File: config.mk
export PLATFORM = sky130hd
export DESIGN_NAME = script_lexer_byte_stream
export DESIGN_NICKNAME = d
export VERILOG_FILES = /design/src/rtl/slx_pkg.sv /design/src/rtl/slx_scan.sv /design/src/rtl/slx_tokq.sv /design/src/rtl/script_lexer_byte_stream.sv
export VERILOG_INCLUDE_DIRS = /design/src /design/src/rtl
export SDC_FILE = /design/constraint.sdc
export NUM_CORES = 2
export LEC_CHECK = 0
export BUFFER_PORTS_ARGS = -buffer_cell sky130_fd_sc_hd__clkbuf_2
export CAP_MARGIN = 10
export CELL_PAD_IN_SITES_DETAIL_PLACEMENT = 0
export CELL_PAD_IN_SITES_GLOBAL_PLACEMENT = 1
export CORE_MARGIN = 2
export CORE_UTILIZATION = 45
export CTS_CLUSTER_SIZE = 10
export DETAILED_ROUTE_END_ITERATION = 10
export PLACE_DENSITY = 0.82
export SYNTH_ARGS = -nofsm -noshare
export SYNTH_HDL_FRONTEND = slang
export SYNTH_SLANG_ARGS = --single-unit
File: constraint.sdc
create_clock -name aclk -period 44.5 [get_ports aclk]
set_clock_uncertainty 0.1 [all_clocks]
set_input_delay 8.9 -clock aclk [delete_from_list [all_inputs] [get_ports aclk]]
set_output_delay 8.9 -clock aclk [all_outputs]
set_load 0.01 [all_outputs]
File: src/rtl/script_lexer_byte_stream_assert.svh
// Assertion macros shared by the scanner RTL.
// Each macro expands to one labeled concurrent assertion clocked on the given clock.
`ifndef SCRIPT_LEXER_BYTE_STREAM_ASSERT_SVH
`define SCRIPT_LEXER_BYTE_STREAM_ASSERT_SVH

// Same-cycle implication, disabled while reset is asserted (active low).
`define SLX_ASSERT_IMPLY(lbl, clk, rstn, ante, cons, msg) \
    lbl: assert property (@(posedge clk) disable iff (!(rstn)) (ante) |-> (cons)) \
        else $error(msg);

// Next-cycle implication, disabled while reset is asserted (active low).
`define SLX_ASSERT_NEXT(lbl, clk, rstn, ante, cons, msg) \
    lbl: assert property (@(posedge clk) disable iff (!(rstn)) (ante) |=> (cons)) \
        else $error(msg);

`endif

File: src/rtl/slx_pkg.sv
// Shared types, token codes, keyword table and character helpers for the scanner.
// No dependencies; used by slx_scan, slx_tokq and script_lexer_byte_stream.
package slx_pkg;

    localparam int POSITION_BITS      = 32;
    localparam int KEYWORD_PREFIX_LEN = 6;
    // Token queue depth; must be a power of two (pointers wrap naturally).
    localparam int TOKQ_DEPTH         = 8;
    localparam int TOKQ_CNT_W         = $clog2(TOKQ_DEPTH + 1);

    // Token kind codes
    localparam logic [5:0] K_DOT     = 6'd5;
    localparam logic [5:0] K_SLASH   = 6'd9;
    localparam logic [5:0] K_BANG    = 6'd11;
    localparam logic [5:0] K_EQUAL   = 6'd13;
    localparam logic [5:0] K_GREATER = 6'd15;
    localparam logic [5:0] K_LESS    = 6'd17;
    localparam logic [5:0] K_IDENT   = 6'd19;
    localparam logic [5:0] K_STRING  = 6'd20;
    localparam logic [5:0] K_NUMBER  = 6'd21;
    localparam logic [5:0] K_ERROR   = 6'd38;
    localparam logic [5:0] K_EOF     = 6'd39;

    // Error kind codes
    localparam logic [1:0] E_NONE       = 2'd0;
    localparam logic [1:0] E_UNEXPECTED = 2'd1;
    localparam logic [1:0] E_UNTERM     = 2'd2;

    typedef struct packed {
        logic [31:0] line;
        logic [31:0] len;
        logic [31:0] start;
        logic [1:0]  err;
        logic [5:0]  kind;
        logic        last;
    } tok_t;

    // Up to three tokens produced by one input beat, in order
    typedef struct packed {
        logic [1:0]      n;
        tok_t [2:0]      tok;
    } push_t;

    typedef struct packed {
        logic [TOKQ_CNT_W-1:0] count;
        logic                  room;
    } tokq_stat_t;

    // Keyword text is right-justified, first character in the highest used byte
    typedef struct packed {
        logic [47:0] text;
        logic [2:0]  len;
        logic [5:0]  kind;
    } kw_t;

    localparam kw_t KW_TABLE [16] = '{
        '{48'("and"),    3'd3, 6'd22}, '{48'("class"),  3'd5, 6'd23},
        '{48'("else"),   3'd4, 6'd24}, '{48'("false"),  3'd5, 6'd25},
        '{48'("for"),    3'd3, 6'd26}, '{48'("fun"),    3'd3, 6'd27},
        '{48'("if"),     3'd2, 6'd28}, '{48'("nil"),    3'd3, 6'd29},
        '{48'("or"),     3'd2, 6'd30}, '{48'("print"),  3'd5, 6'd31},
        '{48'("return"), 3'd6, 6'd32}, '{48'("super"),  3'd5, 6'd33},
        '{48'("this"),   3'd4, 6'd34}, '{48'("true"),   3'd4, 6'd35},
        '{48'("var"),    3'd3, 6'd36}, '{48'("while"),  3'd5, 6'd37}
    };

    // Keyword lookup on the first len prefix bytes; identifier when nothing hits
    function automatic logic [5:0] kw_kind(input logic [5:0][7:0] p, input logic [2:0] len);
        logic [5:0] k;
        logic       hit;
        k = K_IDENT;
        for (int j = 0; j < 16; j++) begin
            hit = (KW_TABLE[j].len == len);
            for (int i = 0; i < 6; i++) begin
                if (hit && (i < int'(len))) begin
                    hit = (p[i] == KW_TABLE[j].text[8*(int'(len)-1-i) +: 8]);
                end
            end
            if (hit) begin
                k = KW_TABLE[j].kind;
            end
        end
        return k;
    endfunction

    function automatic logic is_alpha(input logic [7:0] c);
        return (c == 8'h5F) || (c >= 8'h61 && c <= 8'h7A) || (c >= 8'h41 && c <= 8'h5A);
    endfunction

    function automatic logic is_digit(input logic [7:0] c);
        return (c >= 8'h30) && (c <= 8'h39);
    endfunction

    // Single-character punctuation; K_ERROR when the byte is not one of them
    function automatic logic [5:0] single_kind(input logic [7:0] c);
        logic [5:0] k;
        case (c)
            8'h28:   k = 6'd0;   // (
            8'h29:   k = 6'd1;   // )
            8'h7B:   k = 6'd2;   // {
            8'h7D:   k = 6'd3;   // }
            8'h2C:   k = 6'd4;   // ,
            8'h2E:   k = K_DOT;
            8'h2D:   k = 6'd6;   // -
            8'h2B:   k = 6'd7;   // +
            8'h3B:   k = 6'd8;   // ;
            8'h2A:   k = 6'd10;  // *
            default: k = K_ERROR;
        endcase
        return k;
    endfunction

    function automatic logic [5:0] op_kind(input logic [7:0] op, input logic with_eq);
        logic [5:0] base;
        case (op)
            8'h21:   base = K_BANG;
            8'h3D:   base = K_EQUAL;
            8'h3E:   base = K_GREATER;
            default: base = K_LESS;
        endcase
        return base + {5'd0, with_eq};
    endfunction

endpackage

File: src/rtl/slx_scan.sv
// Scanner state and the per-byte step: mode, held operator, counters, word prefix.
// Depends on slx_pkg; produces up to three tokens per accepted beat.
module slx_scan #(
    parameter int POS_BITS = slx_pkg::POSITION_BITS,
    parameter int KPL      = slx_pkg::KEYWORD_PREFIX_LEN
) (
    input  logic           aclk,
    input  logic           aresetn,
    input  logic           in_beat,
    input  logic [7:0]     char_byte,
    input  logic           end_of_input,
    output slx_pkg::push_t push
);
    import slx_pkg::*;

    localparam int POS_W  = (POS_BITS < 32) ? POS_BITS : 32;
    localparam int PFX_IW = $clog2(KPL);

    typedef enum logic [3:0] {
        M_IDLE, M_SLASH, M_COMMENT, M_OP, M_IDENT,
        M_NUMBER, M_NUMDOT, M_FRAC, M_STRING
    } mode_t;

    mode_t             mode_reg,  mode_next;
    logic [7:0]        held_reg,  held_next;
    logic [POS_W-1:0]  pos_reg,   pos_next;
    logic [POS_W-1:0]  start_reg, start_next;
    logic [31:0]       line_reg,  line_next;
    logic [7:0]        pfx_reg [KPL];

    logic              end_now, again, line_inc, pfx_we;
    logic [PFX_IW-1:0] pfx_idx;
    logic [POS_W-1:0]  span, dot, dot_span;
    logic [5:0][7:0]   pfx6;
    logic [5:0]        word_k, sk;
    logic [1:0]        fl_n, n;
    tok_t [1:0]        fl;
    tok_t [2:0]        toks;
    logic [31:0]       str_len;

    function automatic tok_t mk(input logic [5:0] k, input logic [1:0] e,
                                input logic [POS_W-1:0] s, input logic [31:0] l,
                                input logic [31:0] ln);
        tok_t t;
        t.kind  = k;
        t.err   = e;
        t.start = 32'(s);
        t.len   = l;
        t.line  = ln;
        t.last  = 1'b0;
        return t;
    endfunction

    // Word length so far, dot position for "1." and keyword lookup
    always_comb begin
        span     = (pos_reg >= start_reg) ? pos_reg - start_reg : '0;
        dot      = (pos_reg != '0) ? pos_reg - 1'b1 : '0;
        dot_span = (dot >= start_reg) ? dot - start_reg : '0;
        for (int i = 0; i < 6; i++) begin
            pfx6[i] = pfx_reg[i];
        end
        word_k  = (span <= POS_W'(6)) ? kw_kind(pfx6, span[2:0]) : K_IDENT;
        str_len = (32'(span) != '1) ? 32'(span) + 32'd1 : 32'(span);
        sk      = single_kind(char_byte);
    end

    // Tokens owed by the current mode when a byte ends it
    always_comb begin
        fl_n = 2'd0;
        fl   = '0;
        case (mode_reg)
            M_SLASH: begin
                fl[0] = mk(K_SLASH, E_NONE, start_reg, 32'd1, line_reg);
                fl_n  = 2'd1;
            end
            M_OP: begin
                fl[0] = mk(op_kind(held_reg, 1'b0), E_NONE, start_reg, 32'd1, line_reg);
                fl_n  = 2'd1;
            end
            M_IDENT: begin
                fl[0] = mk(word_k, E_NONE, start_reg, 32'(span), line_reg);
                fl_n  = 2'd1;
            end
            M_NUMBER, M_FRAC: begin
                fl[0] = mk(K_NUMBER, E_NONE, start_reg, 32'(span), line_reg);
                fl_n  = 2'd1;
            end
            M_NUMDOT: begin
                fl[0] = mk(K_NUMBER, E_NONE, start_reg, 32'(dot_span), line_reg);
                fl[1] = mk(K_DOT, E_NONE, dot, 32'd1, line_reg);
                fl_n  = 2'd2;
            end
            M_STRING: begin
                fl[0] = mk(K_ERROR, E_UNTERM, start_reg, 32'(span), line_reg);
                fl_n  = 2'd1;
            end
            default: ;
        endcase
    end

    // One scanner step
    always_comb begin
        end_now    = end_of_input || (char_byte == 8'h00);
        again      = 1'b1;
        line_inc   = 1'b0;
        pfx_we     = 1'b0;
        pfx_idx    = span[PFX_IW-1:0];
        mode_next  = mode_reg;
        held_next  = held_reg;
        start_next = start_reg;
        toks       = '0;
        n          = 2'd0;

        if (end_now) begin
            again = 1'b0;
            toks[0] = fl[0];
            toks[1] = fl[1];
            n = fl_n;
            toks[n] = mk(K_EOF, E_NONE, pos_reg, 32'd0, line_reg);
            n = n + 2'd1;
            mode_next  = M_IDLE;
            held_next  = 8'h00;
            start_next = '0;
        end else begin
            unique case (mode_reg)
                M_SLASH: begin
                    if (char_byte == 8'h2F) begin
                        mode_next = M_COMMENT;
                        again = 1'b0;
                    end
                end
                M_COMMENT: begin
                    if (char_byte != 8'h0A) begin
                        again = 1'b0;
                    end
                end
                M_OP: begin
                    if (char_byte == 8'h3D) begin
                        toks[0] = mk(op_kind(held_reg, 1'b1), E_NONE, start_reg, 32'd2,
                                     line_reg);
                        n = 2'd1;
                        mode_next = M_IDLE;
                        again = 1'b0;
                    end
                end
                M_IDENT: begin
                    if (is_alpha(char_byte) || is_digit(char_byte)) begin
                        pfx_we = (span < POS_W'(KPL));
                        again = 1'b0;
                    end
                end
                M_NUMBER: begin
                    if (is_digit(char_byte)) begin
                        again = 1'b0;
                    end else if (char_byte == 8'h2E) begin
                        mode_next = M_NUMDOT;
                        again = 1'b0;
                    end
                end
                M_NUMDOT: begin
                    if (is_digit(char_byte)) begin
                        mode_next = M_FRAC;
                        again = 1'b0;
                    end
                end
                M_FRAC: begin
                    if (is_digit(char_byte)) begin
                        again = 1'b0;
                    end
                end
                M_STRING: begin
                    again = 1'b0;
                    if (char_byte == 8'h22) begin
                        toks[0] = mk(K_STRING, E_NONE, start_reg, str_len, line_reg);
                        n = 2'd1;
                        mode_next = M_IDLE;
                    end else if (char_byte == 8'h0A) begin
                        line_inc = 1'b1;
                    end
                end
                default: ;
            endcase

            // Byte not consumed: close the pending token, then start afresh
            if (again) begin
                toks[0] = fl[0];
                toks[1] = fl[1];
                n = fl_n;
                mode_next = M_IDLE;
                if (char_byte == 8'h20 || char_byte == 8'h0D || char_byte == 8'h09) begin
                    mode_next = M_IDLE;
                end else if (char_byte == 8'h0A) begin
                    line_inc = 1'b1;
                end else begin
                    start_next = pos_reg;
                    if (char_byte == 8'h2F) begin
                        mode_next = M_SLASH;
                    end else if (is_alpha(char_byte)) begin
                        mode_next = M_IDENT;
                        pfx_we  = 1'b1;
                        pfx_idx = '0;
                    end else if (is_digit(char_byte)) begin
                        mode_next = M_NUMBER;
                    end else if (char_byte == 8'h22) begin
                        mode_next = M_STRING;
                    end else if (char_byte == 8'h21 || char_byte == 8'h3D ||
                                 char_byte == 8'h3C || char_byte == 8'h3E) begin
                        mode_next = M_OP;
                        held_next = char_byte;
                    end else begin
                        toks[n] = mk(sk, (sk == K_ERROR) ? E_UNEXPECTED : E_NONE,
                                     pos_reg, 32'd1, line_reg);
                        n = n + 2'd1;
                    end
                end
            end
        end

        if (n != 2'd0) begin
            toks[n - 2'd1].last = 1'b1;
        end

        // Saturating counters; end of input restarts them
        if (end_now) begin
            pos_next  = '0;
            line_next = 32'd1;
        end else begin
            pos_next  = (pos_reg != '1) ? pos_reg + 1'b1 : pos_reg;
            line_next = (line_inc && line_reg != '1) ? line_reg + 32'd1 : line_reg;
        end

        push.n   = n;
        push.tok = toks;
    end

    // Scanner state
    always_ff @(posedge aclk) begin
        if (!aresetn) begin
            mode_reg  <= M_IDLE;
            held_reg  <= 8'h00;
            pos_reg   <= '0;
            start_reg <= '0;
            line_reg  <= 32'd1;
        end else if (in_beat) begin
            mode_reg  <= mode_next;
            held_reg  <= held_next;
            pos_reg   <= pos_next;
            start_reg <= start_next;
            line_reg  <= line_next;
        end
    end

    // Word prefix store, written only as a word is collected
    always_ff @(posedge aclk) begin
        if (in_beat && pfx_we) begin
            pfx_reg[pfx_idx] <= char_byte;
        end
    end

endmodule

File: src/rtl/slx_tokq.sv
// Token queue: takes up to three tokens per cycle, hands out one per beat.
// Depends on slx_pkg.
module slx_tokq #(
    parameter int DEPTH = slx_pkg::TOKQ_DEPTH
) (
    input  logic                aclk,
    input  logic                aresetn,
    input  logic                wr_en,
    input  slx_pkg::push_t      push,
    output logic                out_valid,
    input  logic                out_ready,
    output slx_pkg::tok_t       head,
    output slx_pkg::tokq_stat_t stat
);
    import slx_pkg::*;

    localparam int PTR_W = $clog2(DEPTH);
    localparam int CNT_W = $clog2(DEPTH + 1);

    tok_t             mem [DEPTH];
    logic [PTR_W-1:0] wr_ptr_reg, wr_ptr_next;
    logic [PTR_W-1:0] rd_ptr_reg, rd_ptr_next;
    logic [CNT_W-1:0] count_reg, count_next;
    logic [CNT_W-1:0] n_in;
    logic             pop;

    // Pointer and occupancy update
    always_comb begin
        pop         = out_valid && out_ready;
        n_in        = wr_en ? CNT_W'(push.n) : '0;
        wr_ptr_next = wr_ptr_reg + PTR_W'(n_in);
        rd_ptr_next = rd_ptr_reg + PTR_W'(pop);
        count_next  = count_reg + n_in - CNT_W'(pop);
    end

    always_ff @(posedge aclk) begin
        if (!aresetn) begin
            wr_ptr_reg <= '0;
            rd_ptr_reg <= '0;
            count_reg  <= '0;
        end else begin
            wr_ptr_reg <= wr_ptr_next;
            rd_ptr_reg <= rd_ptr_next;
            count_reg  <= count_next;
        end
    end

    // Storage: consecutive slots from the write pointer
    always_ff @(posedge aclk) begin
        for (int k = 0; k < 3; k++) begin
            if (wr_en && (k < int'(push.n))) begin
                mem[wr_ptr_reg + PTR_W'(k)] <= push.tok[k];
            end
        end
    end

    assign out_valid  = (count_reg != '0);
    assign head       = mem[rd_ptr_reg];
    assign stat.count = count_reg;
    assign stat.room  = (count_reg <= CNT_W'(DEPTH - 3));

endmodule

File: src/rtl/script_lexer_byte_stream.sv
// Streaming lexical scanner: source bytes in, tokens out.
// Input channel s_*: one source byte per beat; s_tlast marks end of input.
// Output channel m_*: one token per beat; m_tuser carries the token and
// error kinds, m_tlast marks the last token of the input byte that produced it.
// A token completed by a byte is written into the token queue as that byte
// is accepted and offered from its head. Held tokens (operators, words,
// numbers) go out when the following byte or end of input arrives.
// Throughput: one byte per cycle while s_tready is high. Each byte yields
// zero to three tokens; they enter an eight-entry token queue, and s_tready
// drops while fewer than three slots are free, so a steady stream of
// single-token bytes runs at one byte per cycle with a ready receiver and
// multi-token bytes are bounded by the output rate of one token per cycle.
// A stalled receiver only fills the queue; the scanner keeps taking bytes
// until the queue is near full, and no token is dropped.
// End of input (s_tlast or a zero byte) emits pending tokens, then EOF with
// m_tlast, and returns position to 0 and line to 1.
// Reset (aresetn low, synchronous) empties the queue and idles the scanner.
// Depends on slx_pkg, slx_scan, slx_tokq and the assertion macro header.
module script_lexer_byte_stream #(
    parameter int POSITION_BITS      = slx_pkg::POSITION_BITS,
    parameter int KEYWORD_PREFIX_LEN = slx_pkg::KEYWORD_PREFIX_LEN
) (
    input  logic         aclk,
    input  logic         aresetn,
    input  logic         s_tvalid,
    output logic         s_tready,
    input  logic [7:0]   s_tdata,   // [7:0] char_byte
    input  logic         s_tlast,   // end_of_input
    output logic         m_tvalid,
    input  logic         m_tready,
    output logic [95:0]  m_tdata,   // [31:0] start_offset, [63:32] token_length,
                                    // [95:64] line_number
    output logic [7:0]   m_tuser,   // [5:0] token_kind, [7:6] error_kind
    output logic         m_tlast    // last_token
);
    import slx_pkg::*;

    `include "script_lexer_byte_stream_assert.svh"

    logic       in_beat;
    push_t      push;
    tok_t       head;
    tokq_stat_t tokq_stat;

    assign s_tready = tokq_stat.room;
    assign in_beat  = s_tvalid && s_tready;

    slx_scan #(
        .POS_BITS (POSITION_BITS),
        .KPL      (KEYWORD_PREFIX_LEN)
    ) u_scan (
        .aclk         (aclk),
        .aresetn      (aresetn),
        .in_beat      (in_beat),
        .char_byte    (s_tdata),
        .end_of_input (s_tlast),
        .push         (push)
    );

    slx_tokq #(
        .DEPTH (TOKQ_DEPTH)
    ) u_tokq (
        .aclk      (aclk),
        .aresetn   (aresetn),
        .wr_en     (in_beat),
        .push      (push),
        .out_valid (m_tvalid),
        .out_ready (m_tready),
        .head      (head),
        .stat      (tokq_stat)
    );

    // Output beat
    assign m_tdata = {head.line, head.len, head.start};
    assign m_tuser = {head.err, head.kind};
    assign m_tlast = head.last;

    // Checks
    `SLX_ASSERT_IMPLY(a_tokq_bound, aclk, aresetn, 1'b1, tokq_stat.count <= TOKQ_CNT_W'(TOKQ_DEPTH), "token queue overflow")
    `SLX_ASSERT_IMPLY(a_eof_last, aclk, aresetn, m_tvalid && (m_tuser[5:0] == K_EOF), m_tlast, "EOF token without last flag")
    `SLX_ASSERT_NEXT(a_end_queued, aclk, aresetn, s_tvalid && s_tready && s_tlast, tokq_stat.count != '0, "end of input left no token queued")

endmodule

==> impl_metrics.ini <==
[worst_setup_path]
reg2reg_from = u_scan.pos_reg[25]
cp.required_ps = 44760
cp.depth = 16
path_buf_inv = 3
slowest_delay_ps = 790
crit_fanout = 47
worstSetupPathType = input pin to register
worstRegToRegCells = 27
cp_common_cell = buf_4
cp-start-kind = input pin
slowest_stage = buf_4
rrSetupSlack_ps = 33340
cp_top_family = simple AND/OR/NAND/NOR gates
critPathCaptureType = register
crit_arrival_ps = 15800
path_cells = clkbuf_2 > or3_1 > nor3_1 > or4b_2 > mux2i_1 > nand2_1 > a311o_1 > a21oi_1 > o21ai_1 > nand3_1 > or3b_2 > nor3_4 > nor2_1 > o21ai_4 > buf_4 > buf_4
reg2reg_to = u_tokq.mem[4][6]

[global_route]
grt_overflow = 0
grtUsageMet3 = 0.0664
use_met2 = 0.476
busiest_layer = met2
track_usage = 0.305
grt_pass1_vias = 48100
grtUsageMet1 = 0.410
grt_max_degree = 64
grt_pass1_wl_um = 321000
antenna_found_initial = 2

[finish]
syn2layout_area_growth_pct = 9.26
largest_reg_flops = 840
antennaDiodeCount = 0
stdcell_count = 7629
nets = 5888
drive_gt1_frac = 0.145

[routing]
drtIter0Drc = 6623
ant_nets = 0
wl_um = 218000
first_pass_iters = 7
wl_per_cell_um = 28.6
vias_per_cell = 6.61
drc_errors = 0
vias = 50400

[synth]
yosysUniqueCellTypes = 108
synth_commonest_cells = edfxtp_1 (888), nor2_1 (713), nand2_1 (485)
syn_inst = 5870
synth_ff_type = edfxtp_1
ys_warn_count = 0
ys_seq_elements = 1006
yosys.area.top_type_share = 0.434
synth_edf_count = 888
yosysMostFrequentCell = edfxtp_1
avgSynthCellArea_um2 = 10.5
yosysTopAreaCell = edfxtp_1
synth_top_cells_by_area = edfxtp_1 (43%), mux4_2 (7.7%), nor2_1 (4.4%), dfxtp_1 (3.8%), and2_1 (3.1%)
ys_seq_area_frac = 0.473
syn-cell-area_um2 = 61400
async_flop_share = 0
syn-num-nets = 5987

[placed_design]
port_buffers = 119
place_inst = 7434
gp_congestion = 0.987
dp_hpwl_um = 145000

[clock_network]
cts_buffers = 115
cts_hold_buf = 0
clock_path_buffers = 3
cts_tree = built
ctsResizeCount = 0
root_buffer = clkbuf_16
cts_sinks = 1006
path_clk_slew_ps = 60
htree_levels = 3
postCtsSetupBuffers = 0
clk_latency_ps = 770

[flow_run]
cap_violations = 0

[timing]
setup_viol = 0
max_freq_ghz = 0.0643
fin_tns_setup_ps = 0
final-max-slew-violation-count = 0
slew_headroom = 0.103
rsz0062_at_grt = false
timing.final.crit_share = 0.349
period_minus_slack_ps = 15540
finalHoldViolations = 0
worst_pin_slew_ps = 1340

[worst_hold_path]
worstHoldEndpoint = u_scan.held_reg[5]
hp-start = u_scan.held_reg[5]
hold-path-cell-count = 2
hold_class = register to register

[floorplan]
die_y_um = 373
rows = 135
die_x_um = 373
start_util = 0.453
io_pins = 120
die_area_um2 = 139000
coreArea_um2 = 135000

[run_status]
status = completed

[power]
power.density_nw_per_um2 = 44.9
peakVddDrop_mv = 0.0402
p_leak_nw = 23.7
==> layout by cell type (no fill, tap or decap), types with 115 or more instances in the layout <==
master,n
a21oi_1,331
a22oi_1,134
and2_1,302
buf_4,141
clkbuf_16,117
clkbuf_2,119
dfxtp_1,115
edfxtp_1,888
mux2_2,115
mux4_2,210
nand2_1,478
nor2_1,708
o21ai_0,172
o221ai_1,153
xnor2_1,162
xor2_1,118
==> metrics by stage <==
stage | hold slack (ps) | setup slack (ps) | cell area (µm²) | utilization | total power [mW]
after floorplan | 326 | 24460 | 61400 | - | 1.80
after global placement | 341 | 28520 | 63700 | 0.470 | 2.13
after detailed placement | 350 | 28420 | 63700 | 0.470 | 2.13
after CTS | 359 | 29200 | 67100 | 0.495 | 3.01
after global routing | 390 | 28620 | 67100 | 0.495 | 3.12
final | 357 | 28960 | 67100 | 0.495 | 3.01
==> cell families (layout without fill, tap and decap cells) <==
logic type,after synthesis,in the layout,synth area share
compound gates,1381,1381,0.154
xor+xnor,281,281,0.0402
fa+ha+maj,106,106,0.0220
buf+inv,582,560,0.0371
flops,1006,1006,0.473
mux,353,353,0.103
simple gates,2161,2161,0.171
==> worst register-to-register path: stages (launching register included) <==
cell	delay [ps]
dfxtp_1	960
ha_1	440
a21oi_1	240
o21a_1	180
o21ai_1	160
o21ai_4	440
a31oi_4	210
inv_2	90
buf_4	490
ha_1	330
inv_1	100
ha_2	470
inv_2	510
ha_1	640
inv_1	330
a21oi_1	510
xor2_1	230
a311oi_1	1100
mux2_2	450
nor2_1	90
nand2_1	100
or4_1	560
a221oi_1	680
a41o_1	350
a2111o_1	200
a21oi_1	130
nor2_2	640
a21o_1	290
==> where the power goes <==
group,internal [mW],switching (mW)
combinational,0.373,0.651
clock,0.492,0.392
sequential,1.07,0.0303
total,1.94,1.07
==> routing by layer <==
layer  wire length, µm  part of all wire
met1             85500              0.39
met3             23300              0.11
met5                17          0.000078
met2             98800              0.45
met4             10700             0.049
==> cell type report <==
type,instances,area [µm²]
clock buffer,182,3210
tap,1781,2230
clock inverter,12,205
sequential,1006,29000
fill,12100,68400
timing repair buffer,261,1660
inverter,105,394
multi-input combinational,4282,30300
==> worst max-delay path by stage <==
stage | start | end | slack [ps]
after CTS | s_tdata[1] | u_tokq.mem[3][47] | 29200
after detailed placement | s_tdata[1] | u_tokq.mem[3][48] | 28420
after global placement | s_tdata[2] | u_tokq.mem[4][44] | 28520
after global routing | s_tdata[1] | u_tokq.mem[3][52] | 28620
final | s_tdata[2] | u_tokq.mem[3][52] | 28960
after floorplan | s_tdata[1] | u_tokq.mem[1][0] | 24460
Power figures use the tool's default switching activity.
